## config.mk

```make
export PLATFORM = sky130hd
export DESIGN_NAME = step_pattern_note_scheduler
export DESIGN_NICKNAME = d
export VERILOG_FILES = /design/src/hw/rtl/spn_pkg.sv /design/src/hw/rtl/step_pattern_note_scheduler.sv /design/src/hw/rtl/spn_div.sv
export SDC_FILE = /design/constraint.sdc
export NUM_CORES = 1
export LEC_CHECK = 0
export BUFFER_PORTS_ARGS = -buffer_cell sky130_fd_sc_hd__buf_2
export CAP_MARGIN = 10
export CELL_PAD_IN_SITES_DETAIL_PLACEMENT = 1
export CELL_PAD_IN_SITES_GLOBAL_PLACEMENT = 1
export CORE_UTILIZATION = 30
export DETAILED_ROUTE_END_ITERATION = 10
export HOLD_SLACK_MARGIN = 0.15
export PLACE_DENSITY = 0.55
export SETUP_SLACK_MARGIN = 0.02
export SLEW_MARGIN = 20
export SYNTH_ARGS = -nofsm -noshare
export SYNTH_HDL_FRONTEND = slang
export SYNTH_SLANG_ARGS = --single-unit
```

## constraint.sdc

```tcl
create_clock -name clk -period 5.59 [get_ports clk]
set_input_delay 0.2795 -clock clk [delete_from_list [all_inputs] [get_ports clk]]
set_output_delay 0.2795 -clock clk [all_outputs]
set_load 0.02 [all_outputs]
```

## src/hw/rtl/spn_pkg.sv

```systemverilog
// ----------------------------------------------------------------------------
// spn_pkg: shared types and constants for the step pattern note scheduler
// widths, register indexes, divider request/response and tick scaling
// ----------------------------------------------------------------------------
package spn_pkg;

  localparam int TICK_W     = 17;
  localparam int BASE_TICKS = 480;
  localparam int MAX_SUBDIV = 16;
  localparam int CNT_W      = 5;
  localparam int IDX_W      = 4;
  localparam int NOTE_W     = 8;
  localparam int BEAT_W     = 6;
  localparam int MODE_W     = 3;
  localparam int BT_W       = 7;
  localparam int NT_W       = 8;
  localparam int WRAP_W     = 9;
  localparam int DUR_W      = 11;
  localparam int DIVD_W     = 11;
  localparam int DIVS_W     = 8;
  localparam int DIV_CNT_W  = $clog2(DIVD_W);
  localparam int SCALE_W    = 21;

  // configuration register indexes
  localparam logic [1:0] REG_MODE  = 2'd0;
  localparam logic [1:0] REG_BEATS = 2'd1;
  localparam logic [1:0] REG_NOTES = 2'd2;

  typedef struct packed {
    logic              start;
    logic [DIVD_W-1:0] dividend;
    logic [DIVS_W-1:0] divisor;
  } div_req_t;

  typedef struct packed {
    logic              done;
    logic [DIVD_W-1:0] quotient;
    logic [DIVS_W-1:0] remainder;
  } div_rsp_t;

  // x * BASE_TICKS * 8 >> sh, masked to tick width
  function automatic logic [TICK_W-1:0] tick_scale(input logic [WRAP_W-1:0] x,
                                                   input logic [2:0] sh);
    logic [SCALE_W-1:0] prod;
    prod = SCALE_W'(x) * SCALE_W'(BASE_TICKS * 8);
    return TICK_W'(prod >> sh);
  endfunction

  // tuplet modes: x4, x2, x1, x1/2 of the base beat
  function automatic logic [2:0] tuplet_shift(input logic [MODE_W-1:0] mode);
    return {1'b0, mode[2:1]} + 3'd1;
  endfunction

  // straight modes: x1, x1/2, x1/4, x1/8 of the base beat
  function automatic logic [2:0] straight_shift(input logic [MODE_W-1:0] mode);
    return {1'b0, mode[2:1]} + 3'd3;
  endfunction

endpackage

```

## src/hw/rtl/step_pattern_note_scheduler.sv

```systemverilog
// ----------------------------------------------------------------------------
// step_pattern_note_scheduler: beat subdivision to note tick scheduler
// takes one beat with its note count, emits one item per note with start and
// wrapped end tick, running note index and beat index
// ----------------------------------------------------------------------------
// sequencing: a tuplet beat is divided for the note duration and, unless
//   beat_total is zero, for beat mod beat_total, then prepared; a straight beat
//   is divided for its end note index unless note_total is zero; each division
//   is a pass of one 11-step serial divider, then one note per cycle while the
//   output is taken
// a beat of zero notes is taken without leaving idle and steps the beat counter;
//   no new beat is taken until the last note is in the output register
// reset: counters clear, registers return to mode 5, one beat, one note
// ----------------------------------------------------------------------------
module step_pattern_note_scheduler
  import spn_pkg::*;
(
  input  logic        clk,
  input  logic        rst,
  // beat input
  input  logic        s_tvalid,
  output logic        s_tready,
  input  logic [7:0]  s_tdata,   // [4:0] subdivisions, [7:5] zero
  input  logic        s_tuser,   // [0] restart
  // note output
  output logic        m_tvalid,
  input  logic        m_tready,
  output logic [47:0] m_tdata,   // [16:0] start_tick, [33:17] end_tick,
                                 // [41:34] note_number, [47:42] beat_number
  output logic        m_tlast,   // last_of_beat
  // configuration writes
  input  logic        cfg_valid,
  output logic        cfg_ready,
  input  logic [1:0]  cfg_index,
  input  logic [7:0]  cfg_data
);

  typedef enum logic [4:0] {
    ST_IDLE    = 5'b00001,
    ST_DIV_DUR = 5'b00010,
    ST_DIV_MOD = 5'b00100,
    ST_PREP    = 5'b01000,
    ST_EMIT    = 5'b10000
  } state_t;

  state_t state;

  // configuration registers
  logic [MODE_W-1:0] subdivision_mode;
  logic [BT_W-1:0]   beat_total;
  logic [NT_W-1:0]   note_total;

  // pattern counters
  logic [BEAT_W-1:0] beat_counter;
  logic [NOTE_W-1:0] note_counter;

  // per-beat working registers
  logic [CNT_W-1:0]  count;
  logic [IDX_W-1:0]  note_idx;
  logic              tuplet;
  logic [DUR_W-1:0]  dur;
  logic [WRAP_W-1:0] wrap_idx;   // tuplet: beat mod beat_total, straight: end note index
  logic [TICK_W-1:0] start_acc;
  logic [TICK_W-1:0] end_base;
  logic [TICK_W-1:0] end_alt;
  logic [DUR_W-1:0]  end_off;

  // divider request fields, start from the sequencer, operands from the datapath
  logic              div_start;
  logic [DIVD_W-1:0] div_dividend;
  logic [DIVS_W-1:0] div_divisor;

  div_req_t div_req;
  div_rsp_t div_rsp;

  assign div_req = '{start: div_start, dividend: div_dividend, divisor: div_divisor};

  // item handshakes
  logic s_fire;
  assign s_tready = (state == ST_IDLE);
  assign s_fire   = s_tvalid && s_tready;
  assign cfg_ready = 1'b1;

  // mode-derived scaling
  logic [2:0]        tsh;
  logic [2:0]        ssh;
  logic [DUR_W-1:0]  tpb;
  logic [DUR_W-1:0]  straight_dur;
  assign tsh          = tuplet_shift(subdivision_mode);
  assign ssh          = straight_shift(subdivision_mode);
  assign tpb          = DUR_W'(tick_scale(WRAP_W'(1), tsh));
  assign straight_dur = DUR_W'(tick_scale(WRAP_W'(1), ssh));

  // input item decode: count saturates, restart clears the counters first
  logic [CNT_W-1:0]  sat_count;
  logic [BEAT_W-1:0] bc_in;
  logic [NOTE_W-1:0] nc_in;
  assign sat_count = (s_tdata[4:0] > CNT_W'(MAX_SUBDIV)) ? CNT_W'(MAX_SUBDIV)
                                                         : s_tdata[4:0];
  assign bc_in     = s_tuser ? '0 : beat_counter;
  assign nc_in     = s_tuser ? '0 : note_counter;

  // next wrapped beat, used when the last tuplet note ends on the beat line
  logic [WRAP_W-1:0] wrap_beat_next;
  assign wrap_beat_next = ((beat_total != '0) && (wrap_idx + WRAP_W'(1) == WRAP_W'(beat_total)))
                          ? '0 : wrap_idx + WRAP_W'(1);

  // next end note index for straight modes, restarting when the note index wraps
  logic [WRAP_W-1:0] wrap_note_next;
  always_comb begin
    priority if (note_counter == '1) begin
      wrap_note_next = (note_total == NT_W'(1)) ? '0 : WRAP_W'(1);
    end else if ((note_total != '0) && (wrap_idx + WRAP_W'(1) == WRAP_W'(note_total))) begin
      wrap_note_next = '0;
    end else begin
      wrap_note_next = wrap_idx + WRAP_W'(1);
    end
  end

  // note values presented to the output register
  logic              out_free;
  logic              emit_fire;
  logic              emit_last;
  logic [TICK_W-1:0] note_start;
  logic [TICK_W-1:0] note_end;
  assign out_free  = !m_tvalid || m_tready;
  assign emit_fire = (state == ST_EMIT) && out_free;
  assign emit_last = (CNT_W'(note_idx) + CNT_W'(1)) == count;

  always_comb begin
    if (tuplet) begin
      note_start = start_acc;
      if ((beat_total != '0) && (end_off == tpb)) begin
        note_end = end_alt;
      end else begin
        note_end = end_base + TICK_W'(end_off);
      end
    end else begin
      note_start = tick_scale(WRAP_W'(note_counter), ssh);
      note_end   = tick_scale(wrap_idx, ssh);
    end
  end

  // configuration writes
  always_ff @(posedge clk) begin
    if (rst) begin
      subdivision_mode <= MODE_W'(5);
      beat_total       <= BT_W'(1);
      note_total       <= NT_W'(1);
    end else if (cfg_valid && cfg_ready) begin
      unique case (cfg_index)
        REG_MODE:  subdivision_mode <= cfg_data[MODE_W-1:0];
        REG_BEATS: beat_total       <= cfg_data[BT_W-1:0];
        REG_NOTES: note_total       <= cfg_data[NT_W-1:0];
        default:   ;
      endcase
    end
  end

  // sequencer and counters
  always_ff @(posedge clk) begin
    if (rst) begin
      state        <= ST_IDLE;
      beat_counter <= '0;
      note_counter <= '0;
      div_start    <= 1'b0;
    end else begin
      div_start <= 1'b0;
      unique case (state)
        ST_IDLE: begin
          if (s_fire) begin
            note_counter <= nc_in;
            if (sat_count == '0) begin
              // no notes, the beat still counts
              beat_counter <= bc_in + BEAT_W'(1);
            end else begin
              beat_counter <= bc_in;
              if (subdivision_mode[0]) begin
                div_start <= 1'b1;
                state     <= ST_DIV_DUR;
              end else if (note_total != '0) begin
                div_start <= 1'b1;
                state     <= ST_DIV_MOD;
              end else begin
                state <= ST_EMIT;
              end
            end
          end
        end
        ST_DIV_DUR: begin
          if (div_rsp.done) begin
            if (beat_total != '0) begin
              div_start <= 1'b1;
              state     <= ST_DIV_MOD;
            end else begin
              state <= ST_PREP;
            end
          end
        end
        ST_DIV_MOD: begin
          if (div_rsp.done) begin
            state <= tuplet ? ST_PREP : ST_EMIT;
          end
        end
        ST_PREP: begin
          state <= ST_EMIT;
        end
        ST_EMIT: begin
          if (emit_fire) begin
            note_counter <= note_counter + NOTE_W'(1);
            if (emit_last) begin
              beat_counter <= beat_counter + BEAT_W'(1);
              state        <= ST_IDLE;
            end
          end
        end
        default: state <= ST_IDLE;
      endcase
    end
  end

  // per-beat datapath
  always_ff @(posedge clk) begin
    unique case (state)
      ST_IDLE: begin
        count    <= sat_count;
        note_idx <= '0;
        tuplet   <= subdivision_mode[0];
        if (subdivision_mode[0]) begin
          div_dividend <= DIVD_W'(tpb);
          div_divisor  <= DIVS_W'(sat_count);
        end else begin
          dur          <= straight_dur;
          div_dividend <= DIVD_W'(nc_in) + DIVD_W'(1);
          div_divisor  <= note_total;
          wrap_idx     <= WRAP_W'(nc_in) + WRAP_W'(1);
        end
      end
      ST_DIV_DUR: begin
        if (div_rsp.done) begin
          dur          <= div_rsp.quotient;
          div_dividend <= DIVD_W'(beat_counter);
          div_divisor  <= DIVS_W'(beat_total);
          wrap_idx     <= WRAP_W'(beat_counter);
        end
      end
      ST_DIV_MOD: begin
        if (div_rsp.done) begin
          wrap_idx <= WRAP_W'(div_rsp.remainder);
        end
      end
      ST_PREP: begin
        start_acc <= tick_scale(WRAP_W'(beat_counter), tsh);
        end_base  <= tick_scale(wrap_idx, tsh);
        end_alt   <= tick_scale(wrap_beat_next, tsh);
        end_off   <= dur;
      end
      ST_EMIT: begin
        if (emit_fire) begin
          note_idx  <= note_idx + IDX_W'(1);
          start_acc <= start_acc + TICK_W'(dur);
          end_off   <= end_off + dur;
          if (!tuplet) begin
            wrap_idx <= wrap_note_next;
          end
        end
      end
      default: ;
    endcase
  end

  // output register, refilled in the cycle it is taken
  always_ff @(posedge clk) begin
    if (rst) begin
      m_tvalid <= 1'b0;
    end else if (emit_fire) begin
      m_tvalid <= 1'b1;
    end else if (m_tready) begin
      m_tvalid <= 1'b0;
    end
  end

  always_ff @(posedge clk) begin
    if (emit_fire) begin
      m_tdata <= {beat_counter, note_counter, note_end, note_start};
      m_tlast <= emit_last;
    end
  end

  spn_div u_div (
    .clk (clk),
    .rst (rst),
    .req (div_req),
    .rsp (div_rsp)
  );

  // note index never runs past the beat's count
  a_idx_in_range: assert property (@(posedge clk) disable iff (rst)
    (state == ST_EMIT) |-> ((CNT_W'(note_idx) < count) && (count != '0)))
    else $error("note index past beat count");

  // divider results only arrive while the sequencer waits for them
  a_div_done_expected: assert property (@(posedge clk) disable iff (rst)
    div_rsp.done |-> ((state == ST_DIV_DUR) || (state == ST_DIV_MOD)))
    else $error("divider done outside a divide state");

  // the beat counter steps once the last note of a beat is sent
  a_beat_advance: assert property (@(posedge clk) disable iff (rst)
    (emit_fire && emit_last) |=> (beat_counter == BEAT_W'($past(beat_counter) + 1'b1)))
    else $error("beat counter did not advance after last note");

  // a division start is never followed directly by a done pulse
  a_div_single: assert property (@(posedge clk) disable iff (rst)
    div_req.start |=> !div_rsp.done)
    else $error("divider done right after start");

endmodule

```

## src/hw/rtl/spn_div.sv

```systemverilog
// ----------------------------------------------------------------------------
// spn_div: shared restoring divider
// one quotient bit per cycle, quotient and remainder valid on done
// ----------------------------------------------------------------------------
module spn_div
  import spn_pkg::*;
(
  input  logic     clk,
  input  logic     rst,
  input  div_req_t req,
  output div_rsp_t rsp
);

  logic                 busy;
  logic                 done;
  logic [DIV_CNT_W-1:0] step;
  logic [DIVS_W-1:0]    rem;
  logic [DIVD_W-1:0]    quo;
  logic [DIVS_W-1:0]    divisor;
  logic [DIVS_W:0]      trial;
  logic                 fits;

  assign trial = {rem, quo[DIVD_W-1]};
  assign fits  = trial >= {1'b0, divisor};

  always_ff @(posedge clk) begin
    if (rst) begin
      busy <= 1'b0;
      done <= 1'b0;
      step <= '0;
    end else begin
      done <= 1'b0;
      if (req.start) begin
        busy <= 1'b1;
        step <= '0;
      end else if (busy) begin
        step <= step + DIV_CNT_W'(1);
        if (step == DIV_CNT_W'(DIVD_W - 1)) begin
          busy <= 1'b0;
          done <= 1'b1;
        end
      end
    end
  end

  // datapath: shift dividend out, quotient in
  always_ff @(posedge clk) begin
    if (req.start) begin
      rem     <= '0;
      quo     <= req.dividend;
      divisor <= req.divisor;
    end else if (busy) begin
      if (fits) begin
        rem <= DIVS_W'(trial - {1'b0, divisor});
      end else begin
        rem <= trial[DIVS_W-1:0];
      end
      quo <= {quo[DIVD_W-2:0], fits};
    end
  end

  assign rsp.done      = done;
  assign rsp.quotient  = quo;
  assign rsp.remainder = rem;

endmodule

```

---- Yosys cells after proc, flatten, opt, wreduce, memory -nomap -nowiden ----
Cells that the tools add are included.
cells by class
  add/sub/neg operators ................... 15
  multiply operators ...................... 4
  divide/modulo/power cells ............... 0
  $lt $le $gt $ge ......................... 2
  eq/ne operators ......................... 22
  shift operators ......................... 7
  mux-type cells .......................... 66
  bitwise operators ....................... 1
  reduce and logical (&&, ||, !) cells .... 30
operator list
  operator               number
  $mux 11                7
  $mux 9                 8
  $mux 17                4
  $pmux 11 s2            3
  $shr 21x3->17          3
  $mux 5                 10
  $mux 8                 6
  $pmux 9 s4             1
  $add 17x11->17         2
  $pmux 17 s2            1
  $pmux 8 s2             2
  $mux 6                 5
  $mul 9x4->13 const B   2
  $pmux 5 s5             1
  $shr 12x3->11 const A  2
  $shr 20x3->17          1
  $add 8x1->9 const B    2
  $shr 18x3->17          1
  $mux 1                 13
  $add 6x1->6 const B    2
  $mul 8x4->12 const B   1
  $pmux 6 s2             1
  $reduce_and 2->1       6
  $reduce_and 6->1       2
  other kinds (44)       61
storage, ports and cells
  bits in registers ....................... 232
  bits in latches ......................... 0
  bits in writable memories ............... 0
  ROM bits ................................ 0
  input bits .............................. 24
  output and inout bits ................... 52
  word-level logic and storage cells ...... 174
  memories ................................ 0

---- Depth between registers and ports, before layout ----
Gate-level depths: netlist of run 1.
  depth after elaboration ................. 8
  mapped depth ............................ 21

---- By module ----
Synthesis of run 1 repeated with hierarchy kept, for this count alone.
second synthesis, totals
  cell total of the unflattened synthesis .. 1571
  area total of the unflattened synthesis .. 16025.4 um2
modules (own cells, without submodules)
  module                       instances  cells each  area each (um2)
  step_pattern_note_scheduler  1          1401        14173.6
  spn_div                      1          170         1851.8

---- Worst setup path before layout of run 1 ----
No wires, ideal clock.
  kind .................................... reg-to-reg
  start point ............................. register wrap_idx[4]
  end point ............................... register end_alt[16], data pin
  arrival time ............................ 4.614 ns
  setup slack ............................. 0.795 ns
  cell stages (with the launch flop) ...... 20
  path buffers ............................ 1
  clock period less this slack ............ 4.795 ns
  path through ............................ edfxtp_1 -> ha_1 -> nand4_1 -> xnor2_1 -> nand3_1 -> nor3_2 -> buf_2 -> nor2_1 -> inv_1 -> fa_1 -> fa_1 -> inv_1 -> ha_1 -> nor2b_1 -> o2111ai_1 -> nand3_1 -> a41oi_1 -> xor2_1 -> and2_1 -> a221oi_1
between the ends
  longest elaborated chain between the ends .. 6
RTL lines
  element                 RTL line                                                                RTL
  from (decl)             step_pattern_note_scheduler.sv:62                                       logic [WRAP_W-1:0] wrap_idx;
  from (signal assigned)  step_pattern_note_scheduler.sv:236                                      wrap_idx <= WRAP_W'(nc_in) + WRAP_W'(1);
  from (signal assigned)  step_pattern_note_scheduler.sv:244                                      wrap_idx <= WRAP_W'(beat_counter);
  from (signal assigned)  step_pattern_note_scheduler.sv:249                                      wrap_idx <= WRAP_W'(div_rsp.remainder);
  $add 9x1->9 *           step_pattern_note_scheduler.sv:105, step_pattern_note_scheduler.sv:106
  $eq 9x7->1              step_pattern_note_scheduler.sv:105                                      assign wrap_beat_next = ((beat_total != '0) && (wrap_idx + WRAP_W'(1) == WRAP_W'(beat_total)))
  $logic_and 1x1->1       step_pattern_note_scheduler.sv:105
  $mux 9 *                step_pattern_note_scheduler.sv:106                                      ? '0 : wrap_idx + WRAP_W'(1);
  $mul 9x4->13 *          spn_pkg.sv:45                                                           prod = SCALE_W'(x) * SCALE_W'(BASE_TICKS * 8);
  $shr 21x3->17 *         spn_pkg.sv:46                                                           return TICK_W'(prod >> sh);
  to (signal assigned)    step_pattern_note_scheduler.sv:255                                      end_alt <= tick_scale(wrap_beat_next, tsh);
  to (decl)               step_pattern_note_scheduler.sv:65                                       logic [TICK_W-1:0] end_alt;
Mark *: on every way between the ends. The rest lies on a longest branch, timed or not.
A chain may end at the register's enable or synchronous reset.

---- Worst setup path in the final report of run 1 ----
  start point ............................. register wrap_idx[1]
  end point ............................... register end_alt[16], data pin
Same word-level chain as after synthesis.

==> results.cfg, run 1 <==
[synthesis]
syn_area_um2 = 15700
avgSynthCellArea_um2 = 10.2
async_reset_ff_share_pct = 0
synth_cell_type_count = 85
synth_warnings = 0
syn_inst = 1546
synth_ff_type = edfxtp_1
ys_ff_latch = 224
yosysSeqAreaShare_pct = 39.4
synth-edff-count = 171
syn_nets = 1740

[sta]
timing.hold.ws_ns = 0.186
period_share_pct = 89.1
finalHoldViolations = 0
fmax_mhz = 201
fin_worst_skew_ns = 0.0242
min_period_ns = 4.98
max_slew_margin_pct = 21.0
grt_setup_unrepaired = no
slew_violations = 0
fin_tns_setup_ns = 0
worst_pin_slew_ns = 1.18
setup_viol = 0

[setup_path]
worst_path_max_delay_cell = fa_1
path_max_fanout = 6
cp-end-kind = register
arrival_ns = 5.37
cp_slowest_stage_delay_ns = 0.59
worst-setup-path-type = reg -> reg
start_kind = register
worstPathRequired_ns = 5.98
cp_cell_sequence = ha_1, nand3_1, xnor2_1, buf_4, xnor2_1, nor3_2, or2_1, fa_1, inv_1, fa_1, inv_1, fa_1, nor2b_1, o2111ai_1, nand3_1, nand2_1, xnor2_1, mux2i_1, a221oi_1

[job]
timing.max_cap.violations = 0

[detailed_routing]
detail_route.first_pass.iterations = 5
via_per_inst = 5.08
drt-initial-drc-count = 534
vias = 11837
routed_wl_um = 46800
drc_errors = 0
wire_per_inst_um = 20.1
final_antenna_net_count = 0

[global_route]
track_usage_pct = 17.4
grt_max_degree = 58
grt_first_pass_wirelength_um = 71900
antenna_found_initial = 0
grt_overflow_total = 0
first_global_vias = 12239

[floorplan]
floorplan.core_area_um2 = 51500
ios = 76
start_util_pct = 30.5
dieArea_um2 = 53400
chipHeight_um = 231
rows = 83
chipWidth_um = 231

[cts]
cts_buffers = 28
cts_max_level = 1
clkLatencyLatePin_ns = 0.59
clock_sinks = 224
clock-root-buffer = clkbuf_16
cts_tree = done
clk_path_buf_depth = 3
clk_pin_slew_ns = 0.06

[final_layout]
syn_to_final_growth_pct = 14.6
final_core_util_pct = 35.0
layout_commonest_cell = edfxtp_1
nets = 1820
register_area_um2 = 6200
fill_cells = 5866
final_cell_mix = edfxtp_1 (171), nor2_1 (137), ha_1 (117)
instances_no_fill = 2328
multiInputGateArea_um2 = 8900
diodes = 0
drive_above_1_share_pct = 12.7

[min_path]
hp-class = in -> reg

[place]
dp_cells = 2262
io_buffers = 71
hpwl_um = 35100
place.gp.congestion = 0.819

[status]
status = completed
kinds of logic after synthesis:
group | count (synthesis) | synth area share, %
xor gates and xnor gates | 100 | 5.76
muxes | 90 | 5.93
DFF | 224 | 39.4
other | 1 | 0.0238
AOI/OAI and AO/OA | 353 | 14.9
buffers and inverters | 162 | 4.13
and+or+nand+nor | 446 | 13.9
adders and majority gates | 170 | 16.1
cells in the mapped netlist (7+ instances only):
| library cell | n | area (um^2) |
|---|---|---|
| o21bai_1 | 9 | 67.6 |
| nor3_1 | 39 | 195 |
| nor2b_1 | 25 | 156 |
| buf_1 | 13 | 48.8 |
| a21oi_1 | 94 | 470 |
| nand2b_1 | 11 | 68.8 |
| mux2_2 | 26 | 293 |
| dfxtp_1 | 53 | 1060 |
| xnor2_1 | 50 | 438 |
| inv_1 | 96 | 360 |
| or2_2 | 8 | 50.1 |
| nand2_1 | 101 | 379 |
| nand3_1 | 42 | 210 |
| o31ai_1 | 11 | 82.6 |
| o21ai_0 | 76 | 380 |
| nor2_1 | 138 | 518 |
| fa_1 | 53 | 1060 |
| a211oi_1 | 22 | 165 |
| ha_1 | 117 | 1460 |
| edfxtp_1 | 171 | 5130 |
| and2_1 | 11 | 68.8 |
| nand3b_1 | 9 | 67.6 |
| a22o_1 | 7 | 61.3 |
| a21o_1 | 17 | 128 |
| mux2i_1 | 64 | 641 |
| clkbuf_1 | 40 | 150 |
| nand4_1 | 11 | 68.8 |
| and3_1 | 12 | 75.1 |
| xor2_1 | 46 | 403 |
| o21a_1 | 16 | 120 |
| a2bb2oi_1 | 8 | 70.1 |
| o211ai_1 | 8 | 60.1 |
| or3_1 | 8 | 50.1 |
worst paths after layout:
path                            depth (start not counted)                          to  slack (ns)                     start
worst min register to register                          0  u_div.divisor[3]$_DFFE_PP_        0.41  div_divisor[3]$_DFFE_PP_
worst max register to register                         19       end_alt[16]$_DFFE_PP_        0.61     wrap_idx[1]$_DFFE_PP_
worst min-delay path                                    2          count[0]$_DFFE_PP_        0.19                s_tdata[0]
worst max-delay path                                   19       end_alt[16]$_DFFE_PP_        0.61     wrap_idx[1]$_DFFE_PP_
layout make-up:
class | instances | area share, %
flip-flops and latches | 224 | 34.4
multi-input cells | 1160 | 49.4
clock buffers | 31 | 4.06
clock inverters | 21 | 1.46
repair buffers | 114 | 3.96
inverters | 98 | 2.04
well taps | 680 | 4.72
state kept, by name, summed over array words and instances (netlist names), 9 cells and up:
| register | flops |
|---|---|
| start_acc | 17 |
| dur | 11 |
| end_off | 11 |
| wrap_idx | 9 |
| end_base | 13 |
| u_div.quo | 11 |
| end_alt | 13 |
| div_dividend | 11 |
| m_tdata | 48 |
what timing repair did:
action,4_1_cts,5_1_grt
setup buffers,0,0
resized for setup,0,0
endpoints found under the setup margin,0,0
endpoints found under the hold margin,24,0
hold buffers,14,0
worst max-delay path, delay by kind of cell, from the launching register on:
kind                     cells  cell delay, ns
adder cells (fa/ha/maj)      4            1.91
multiplexers                 1            0.14
flip-flops                   1            0.50
buffers and inverters        3            0.28
XOR/XNOR                     3            0.58
AND/OR/NAND/NOR              6            0.95
AO/OA/AOI/OAI                2            0.41
metrics by stage:
step,area (um^2),worst slack (ns)
floorplan,15700,0.795
global placement,16900,0.673
detailed placement,16900,0.590
CTS,18000,0.528
global route,18000,0.141
finish,18000,0.608
layer usage:
| metal | vias to the layer above | global-route usage [%] | routed length, um |
|---|---|---|---|
| met3 | 57 | 2.35 | 1620 |
| met2 | 171 | 28.9 | 21900 |
| met5 | - | 0 | 0 |
| met1 | 5861 | 23.4 | 22100 |
| met4 | 0 | 5.26 | 1250 |
| li1 | 5748 | - | - |
Power of run 1 is left out: the tool's default activity adds up to more than one toggle a clock period on the data nets, which glitch-free logic cannot reach.
==> run 2: changes to the inputs <==
--- a/config.mk
+++ b/config.mk
@@ -5,6 +5,7 @@
 export SDC_FILE = /design/constraint.sdc
 export NUM_CORES = 1
 export LEC_CHECK = 0
+export ABC_AREA = 1
 export BUFFER_PORTS_ARGS = -buffer_cell sky130_fd_sc_hd__buf_2
 export CAP_MARGIN = 10
 export CELL_PAD_IN_SITES_DETAIL_PLACEMENT = 1
@@ -12,7 +13,7 @@
 export CORE_UTILIZATION = 30
 export DETAILED_ROUTE_END_ITERATION = 10
 export HOLD_SLACK_MARGIN = 0.15
-export PLACE_DENSITY = 0.55
+export PLACE_DENSITY = 0.57
 export SETUP_SLACK_MARGIN = 0.02
 export SLEW_MARGIN = 20
 export SYNTH_ARGS = -nofsm -noshare
==> run 2 against run 1 <==
Net effect:
- core utilization hardly changed
- area after synthesis is 3.2% higher
- first-iteration DRC count increased by 29%
- clock skew is 0.014 ns lower
- maximum frequency up 1.1%
- global-route usage rose by 1.5 points
- critical path type unchanged
- critical endpoint unchanged
- highest routed layer unchanged
==> results.cfg, run 2 <==
[status]
status = completed

[setup_path]
timing.rr.end = end_alt[16]$_DFFE_PP_
cp_cell_sequence = ha_1, nand2_1, o21bai_1, nand2_1, nand2_1, inv_1, nand4_4, inv_1, nor2_1, inv_1, fa_1, fa_1, inv_1, ha_1, a21oi_1, nand2_1, nand3_1, nand3_1, or2_2, nand2_1, nand2_1, nand3_1, nand3_1
crit_family = simple AND/OR/NAND/NOR gates
crit_path_frequent_cell = nand2_1
worstPathRequired_ns = 5.89
worst_path_max_delay_cell = edfxtp_1
start_kind = register
worst-setup-path-type = reg -> reg
path_max_fanout = 8
crit_buf_inv = 4
arrival_ns = 5.23
cp-end-kind = register
r2r_slack_ns = 0.66
r2r_start = wrap_idx[3]$_DFFE_PP_
cp_slowest_stage_delay_ns = 0.61
worst-r2r-cell-count = 23

[final_layout]
postLayoutCellArea_um2 = 18600
nets = 2269
reg.largest.list = m_tdata x48, start_acc x17
final_cell_mix = nand2_1 (470), inv_1 (244), nand3_1 (195)
top_register = m_tdata
drive_above_1_share_pct = 8.58
layout_commonest_cell = nand2_1
syn_to_final_growth_pct = 14.3
largest_register_ffs = 48
diodes = 0

[cts]
clkLatencyLatePin_ns = 0.56
clock-root-buffer = clkbuf_16
cts_max_level = 1
clk_path_buf_depth = 3
clk_pin_slew_ns = 0.06
clock_sinks = 224
cts_tree = done
cts_buffers = 29

[floorplan]
floorplan.core_area_um2 = 53000
chipWidth_um = 235
start_util_pct = 30.7
chipHeight_um = 235
ios = 76
rows = 84
dieArea_um2 = 55100

[place]
io_buffers = 71
place_ws_ns = 0.593
placed_area_um2 = 17400
place.gp.congestion = 0.836
hpwl_um = 40700

[synthesis]
synth_ff_type = edfxtp_1
async_reset_ff_share_pct = 0
synth_most_common_cell = nand2_1
synth_largest_area_cell = edfxtp_1
avgSynthCellArea_um2 = 8.17
yosysTopAreaCellShare_pct = 31.6
synth_cell_type_count = 50
synth.area.top_cells = edfxtp_1 (32%), nand2_1 (11%), ha_1 (9.0%)
yosysSeqAreaShare_pct = 38.2
synth_common_cells = nand2_1 (470), inv_1 (244), nand3_1 (196)
synth-edff-count = 171
ys_ff_latch = 224
syn_nets = 2182
syn_inst = 1988
syn_area_um2 = 16200
synth_warnings = 0

[detailed_routing]
drc_errors = 0
wire_per_inst_um = 18.6
via_per_inst = 4.93
detail_route.first_pass.iterations = 5
drt-initial-drc-count = 690
final_antenna_net_count = 0
routed_wl_um = 51900
vias = 13732

[sta]
grt_setup_unrepaired = no
fin_worst_skew_ns = 0.00999
layout_setup_ws_ns = 0.661
max_slew_margin_pct = 29.8
setup_viol = 0
finalHoldViolations = 0
min_period_ns = 4.93
worst_pin_slew_ns = 1.05
fmax_mhz = 203
period_share_pct = 88.2
fin_tns_setup_ns = 0
slew_violations = 0

[job]
timing.max_cap.violations = 0

[global_route]
grt_first_pass_wirelength_um = 82000
antenna_found_initial = 1
first_global_vias = 14274
grt_overflow_total = 0
grt_max_degree = 58
track_usage_pct = 18.8

[min_path]
hold_end = div_start$_SDFF_PP0_
hp-class = in -> reg
hold_path_depth = 5
worstHoldStart = s_tvalid
==> run 2: cell count changes after synthesis, moves of 17 or more <==
cell / change
o21ai_0: +40
xnor2_1: -37
nor2b_1: -25
nand3_1: +154
nor2_1: -19
nand4_1: +17
inv_1: +148
a211oi_1: -20
mux2i_1: -59
a21oi_1: +20
mux2_2: -26
nand2_1: +369
==> run 2: logic make-up (layout without fill, tap and decap cells) <==
| group | count (synthesis) | count (layout) | share of synthesized area [%] |
|---|---|---|---|
| AND/OR/NAND/NOR | 911 | 911 | 24.8 |
| flip-flops | 224 | 224 | 38.2 |
| other | 1 | 1 | 0.0231 |
| buffers and inverters | 304 | 413 | 7.19 |
| AO/OA/AOI/OAI | 320 | 320 | 11.1 |
| multiplexers | 5 | 5 | 0.308 |
| XOR/XNOR | 53 | 53 | 2.86 |
| adder cells (fa/ha/maj) | 170 | 170 | 15.6 |
==> run 2: layout make-up <==
cell class,instances,area (um^2)
Timing Repair Buffer,104,648
Clock buffer,40,860
Sequential cell,224,6200
Inverter,256,962
Clock inverter,13,138
Fill cell,6432,34400
Tap cell,688,861
Multi-Input combinational cell,1460,8890
==> run 2: timing repair <==
item | in CTS | in global routing
resized for setup | 0 | 0
hold buffers | 18 | 0
endpoints found under the hold margin | 34 | 0
setup buffers | 0 | 0
setup endpoints to repair | 0 | 0
==> run 2: worst max-delay path by stage <==
stage,cells past startpoint,end,slack [ns],start
2_1_floorplan,4,end_off[0]$_DFFE_PP_,1.27,state[0]$_SDFFE_PP1P_
3_3_place_gp,20,end_alt[16]$_DFFE_PP_,0.69,wrap_idx[3]$_DFFE_PP_
3_5_place_dp,20,end_alt[16]$_DFFE_PP_,0.59,wrap_idx[3]$_DFFE_PP_
4_1_cts,20,end_alt[16]$_DFFE_PP_,0.58,wrap_idx[3]$_DFFE_PP_
5_1_grt,20,end_alt[16]$_DFFE_PP_,0.10,wrap_idx[2]$_DFFE_PP_
6_report,23,end_alt[16]$_DFFE_PP_,0.66,wrap_idx[3]$_DFFE_PP_
==> run 2: routing by layer <==
layer  vias up  wire length, um  track usage, %
li1       6856                -               -
met1      6662            26000            26.7
met2       171            23600            30.9
met3        43             1350            1.97
met4         0              930            3.95
met5         -                0               0
==> run 2: metrics by stage <==
step	hold WS, ns	utilization, %	cells
global placement	0.417	32.8	2714
finish	0.256	35.0	2785
floorplan	0.349	-	1988
detailed placement	0.406	32.8	2714
global route	0.256	35.0	2785
CTS	0.215	35.0	2785
==> run 2: worst reg2reg max path, stage by stage (launching register included) <==
cell      delay [ns]
edfxtp_1        0.61
ha_1            0.33
nand2_1         0.11
o21bai_1        0.16
nand2_1         0.21
nand2_1         0.13
inv_1           0.07
nand4_4         0.19
inv_1           0.09
nor2_1          0.17
inv_1           0.12
fa_1            0.45
fa_1            0.49
inv_1           0.04
ha_1            0.38
a21oi_1         0.22
nand2_1         0.13
nand3_1         0.09
nand3_1         0.10
or2_2           0.30
nand2_1         0.06
nand2_1         0.06
nand3_1         0.08
nand3_1         0.09
Power of run 2 is left out for the same reason.
==> run 3: changes to the inputs <==
--- a/config.mk
+++ b/config.mk
@@ -11,6 +11,7 @@
 export CELL_PAD_IN_SITES_DETAIL_PLACEMENT = 1
 export CELL_PAD_IN_SITES_GLOBAL_PLACEMENT = 1
 export CORE_UTILIZATION = 30
+export CTS_BUF_LIST = sky130_fd_sc_hd__clkbuf_4 sky130_fd_sc_hd__clkbuf_8
 export DETAILED_ROUTE_END_ITERATION = 10
 export HOLD_SLACK_MARGIN = 0.15
 export PLACE_DENSITY = 0.57
==> run 3 against run 2 <==
Net effect:
- core utilization is 0.052 points higher
- setup slack better by 0.016 ns
- first-iteration DRC count is 1.7% lower
- register-to-register slack better by 0.02 ns
- critical path depth stayed put
- wire length is 0.77% higher
- global-route usage is 0.27 points higher
- clock skew is 0.010 ns higher
- die area stayed put
- final cell count is 1.1% higher
- critical endpoint unchanged
- highest routed layer unchanged
==> results.cfg, run 3 (synthesis gave the netlist of run 2 again) <==
[status]
status = completed

[setup_path]
cp-end-kind = register
path_max_fanout = 9
worstPathRequired_ns = 5.94
startpoint = wrap_idx[2]$_DFFE_PP_
endpoint = end_alt[16]$_DFFE_PP_
worst-r2r-cell-count = 23
arrival_ns = 5.26
r2r_start = wrap_idx[2]$_DFFE_PP_
worst-setup-path-type = reg -> reg
r2r_slack_ns = 0.68
timing.rr.end = end_alt[16]$_DFFE_PP_
start_kind = register

[sta]
grt_setup_unrepaired = no
layout_setup_ws_ns = 0.677
period_share_pct = 87.9
fin_worst_skew_ns = 0.0201
setup_viol = 0
fmax_mhz = 204
slew_violations = 0
min_period_ns = 4.91
finalHoldViolations = 0
worst_pin_slew_ns = 1.06
max_slew_margin_pct = 29.4
fin_tns_setup_ns = 0

[cts]
cts_tree = done
clkLatencyLatePin_ns = 0.61
clk_pin_slew_ns = 0.06
hold_buffers = 21
clock-root-buffer = clkbuf_8
cts_buffers = 44
cts_setup_buffers = 0
clock_sinks = 224
cts_max_level = 2
post_cts_resized = 0
clk_path_buf_depth = 3

[floorplan]
chipWidth_um = 235
ios = 76
chipHeight_um = 235
dieArea_um2 = 55100
start_util_pct = 30.7
floorplan.core_area_um2 = 53000
rows = 84

[final_layout]
drive_above_1_share_pct = 9.73
nets = 2287
largest_register_ffs = 48
reg.largest.list = m_tdata x48, start_acc x17
layout_commonest_cell = nand2_1
final_cell_mix = nand2_1 (470), inv_1 (244), nand3_1 (195)
fill_cells = 6450
syn_to_final_growth_pct = 14.4
top_register = m_tdata

[detailed_routing]
final_antenna_net_count = 0
wire_per_inst_um = 18.6
drt-initial-drc-count = 678
drc_errors = 0
detail_route.first_pass.iterations = 5
via_per_inst = 4.89
vias = 13784
routed_wl_um = 52300

[job]
timing.max_cap.violations = 0

[global_route]
antenna_found_initial = 2
first_global_vias = 14422
grt_max_degree = 58
grt_overflow_total = 0
track_usage_pct = 19.1
grt_first_pass_wirelength_um = 82500

[place]
place_ws_ns = 0.593
io_buffers = 71
place.gp.congestion = 0.836
hpwl_um = 40700

[min_path]
hp-class = in -> reg
hold_path_depth = 5
[run 3: routing by layer]
layer	share of wire, %	track usage [%]
met1	50	26.7
met2	45	30.5
met3	2.8	2.44
met4	2.3	6.06
met5	0	0
[run 3: worst max-delay path, stage by stage, from the launching register on]
cell	delay [ns]
edfxtp_1	0.61
ha_1	0.32
nand2_1	0.12
o21bai_1	0.16
nand2_1	0.21
nand2_1	0.13
inv_1	0.07
nand4_4	0.18
inv_1	0.08
nor2_1	0.17
inv_1	0.12
fa_1	0.45
fa_1	0.49
inv_1	0.04
ha_1	0.38
a21oi_1	0.21
nand2_1	0.13
nand3_1	0.09
nand3_1	0.10
or2_2	0.30
nand2_1	0.06
nand2_1	0.06
nand3_1	0.08
nand3_1	0.09
[run 3: cell type report]
cell class / instances / area, um^2 / area share (%)
clock buffers: 62 / 810 / 4.36
diodes: 1 / 2.50 / 0.0135
flip-flops and latches: 224 / 6200 / 33.4
multi-input cells: 1460 / 8890 / 47.8
inverters: 256 / 962 / 5.18
repair buffers: 107 / 678 / 3.65
well taps: 688 / 861 / 4.63
clock inverters: 18 / 183 / 0.983
[run 3: stage by stage]
| stage | cell area, um^2 | util (%) | std cells | hold slack, ns |
|---|---|---|---|---|
| floorplan | 16200 | - | 1988 | 0.349 |
| global placement | 17400 | 32.8 | 2714 | 0.417 |
| detailed placement | 17400 | 32.8 | 2714 | 0.406 |
| CTS | 18600 | 35.1 | 2815 | 0.162 |
| global route | 18600 | 35.1 | 2816 | 0.217 |
| finish | 18600 | 35.1 | 2816 | 0.219 |
[run 3: worst min-delay path by stage]
stage	startpoint	to	slack (ns)
floorplan	rst	state[2]$_SDFFE_PP0P_	0.35
global placement	div_divisor[4]$_DFFE_PP_	u_div.divisor[4]$_DFFE_PP_	0.42
detailed placement	div_divisor[7]$_SDFFCE_PP0P_	u_div.divisor[7]$_DFFE_PP_	0.41
CTS	s_tvalid	div_start$_SDFF_PP0_	0.16
global route	s_tvalid	div_start$_SDFF_PP0_	0.22
finish	s_tvalid	div_start$_SDFF_PP0_	0.22
Power of run 3 is left out for the same reason.
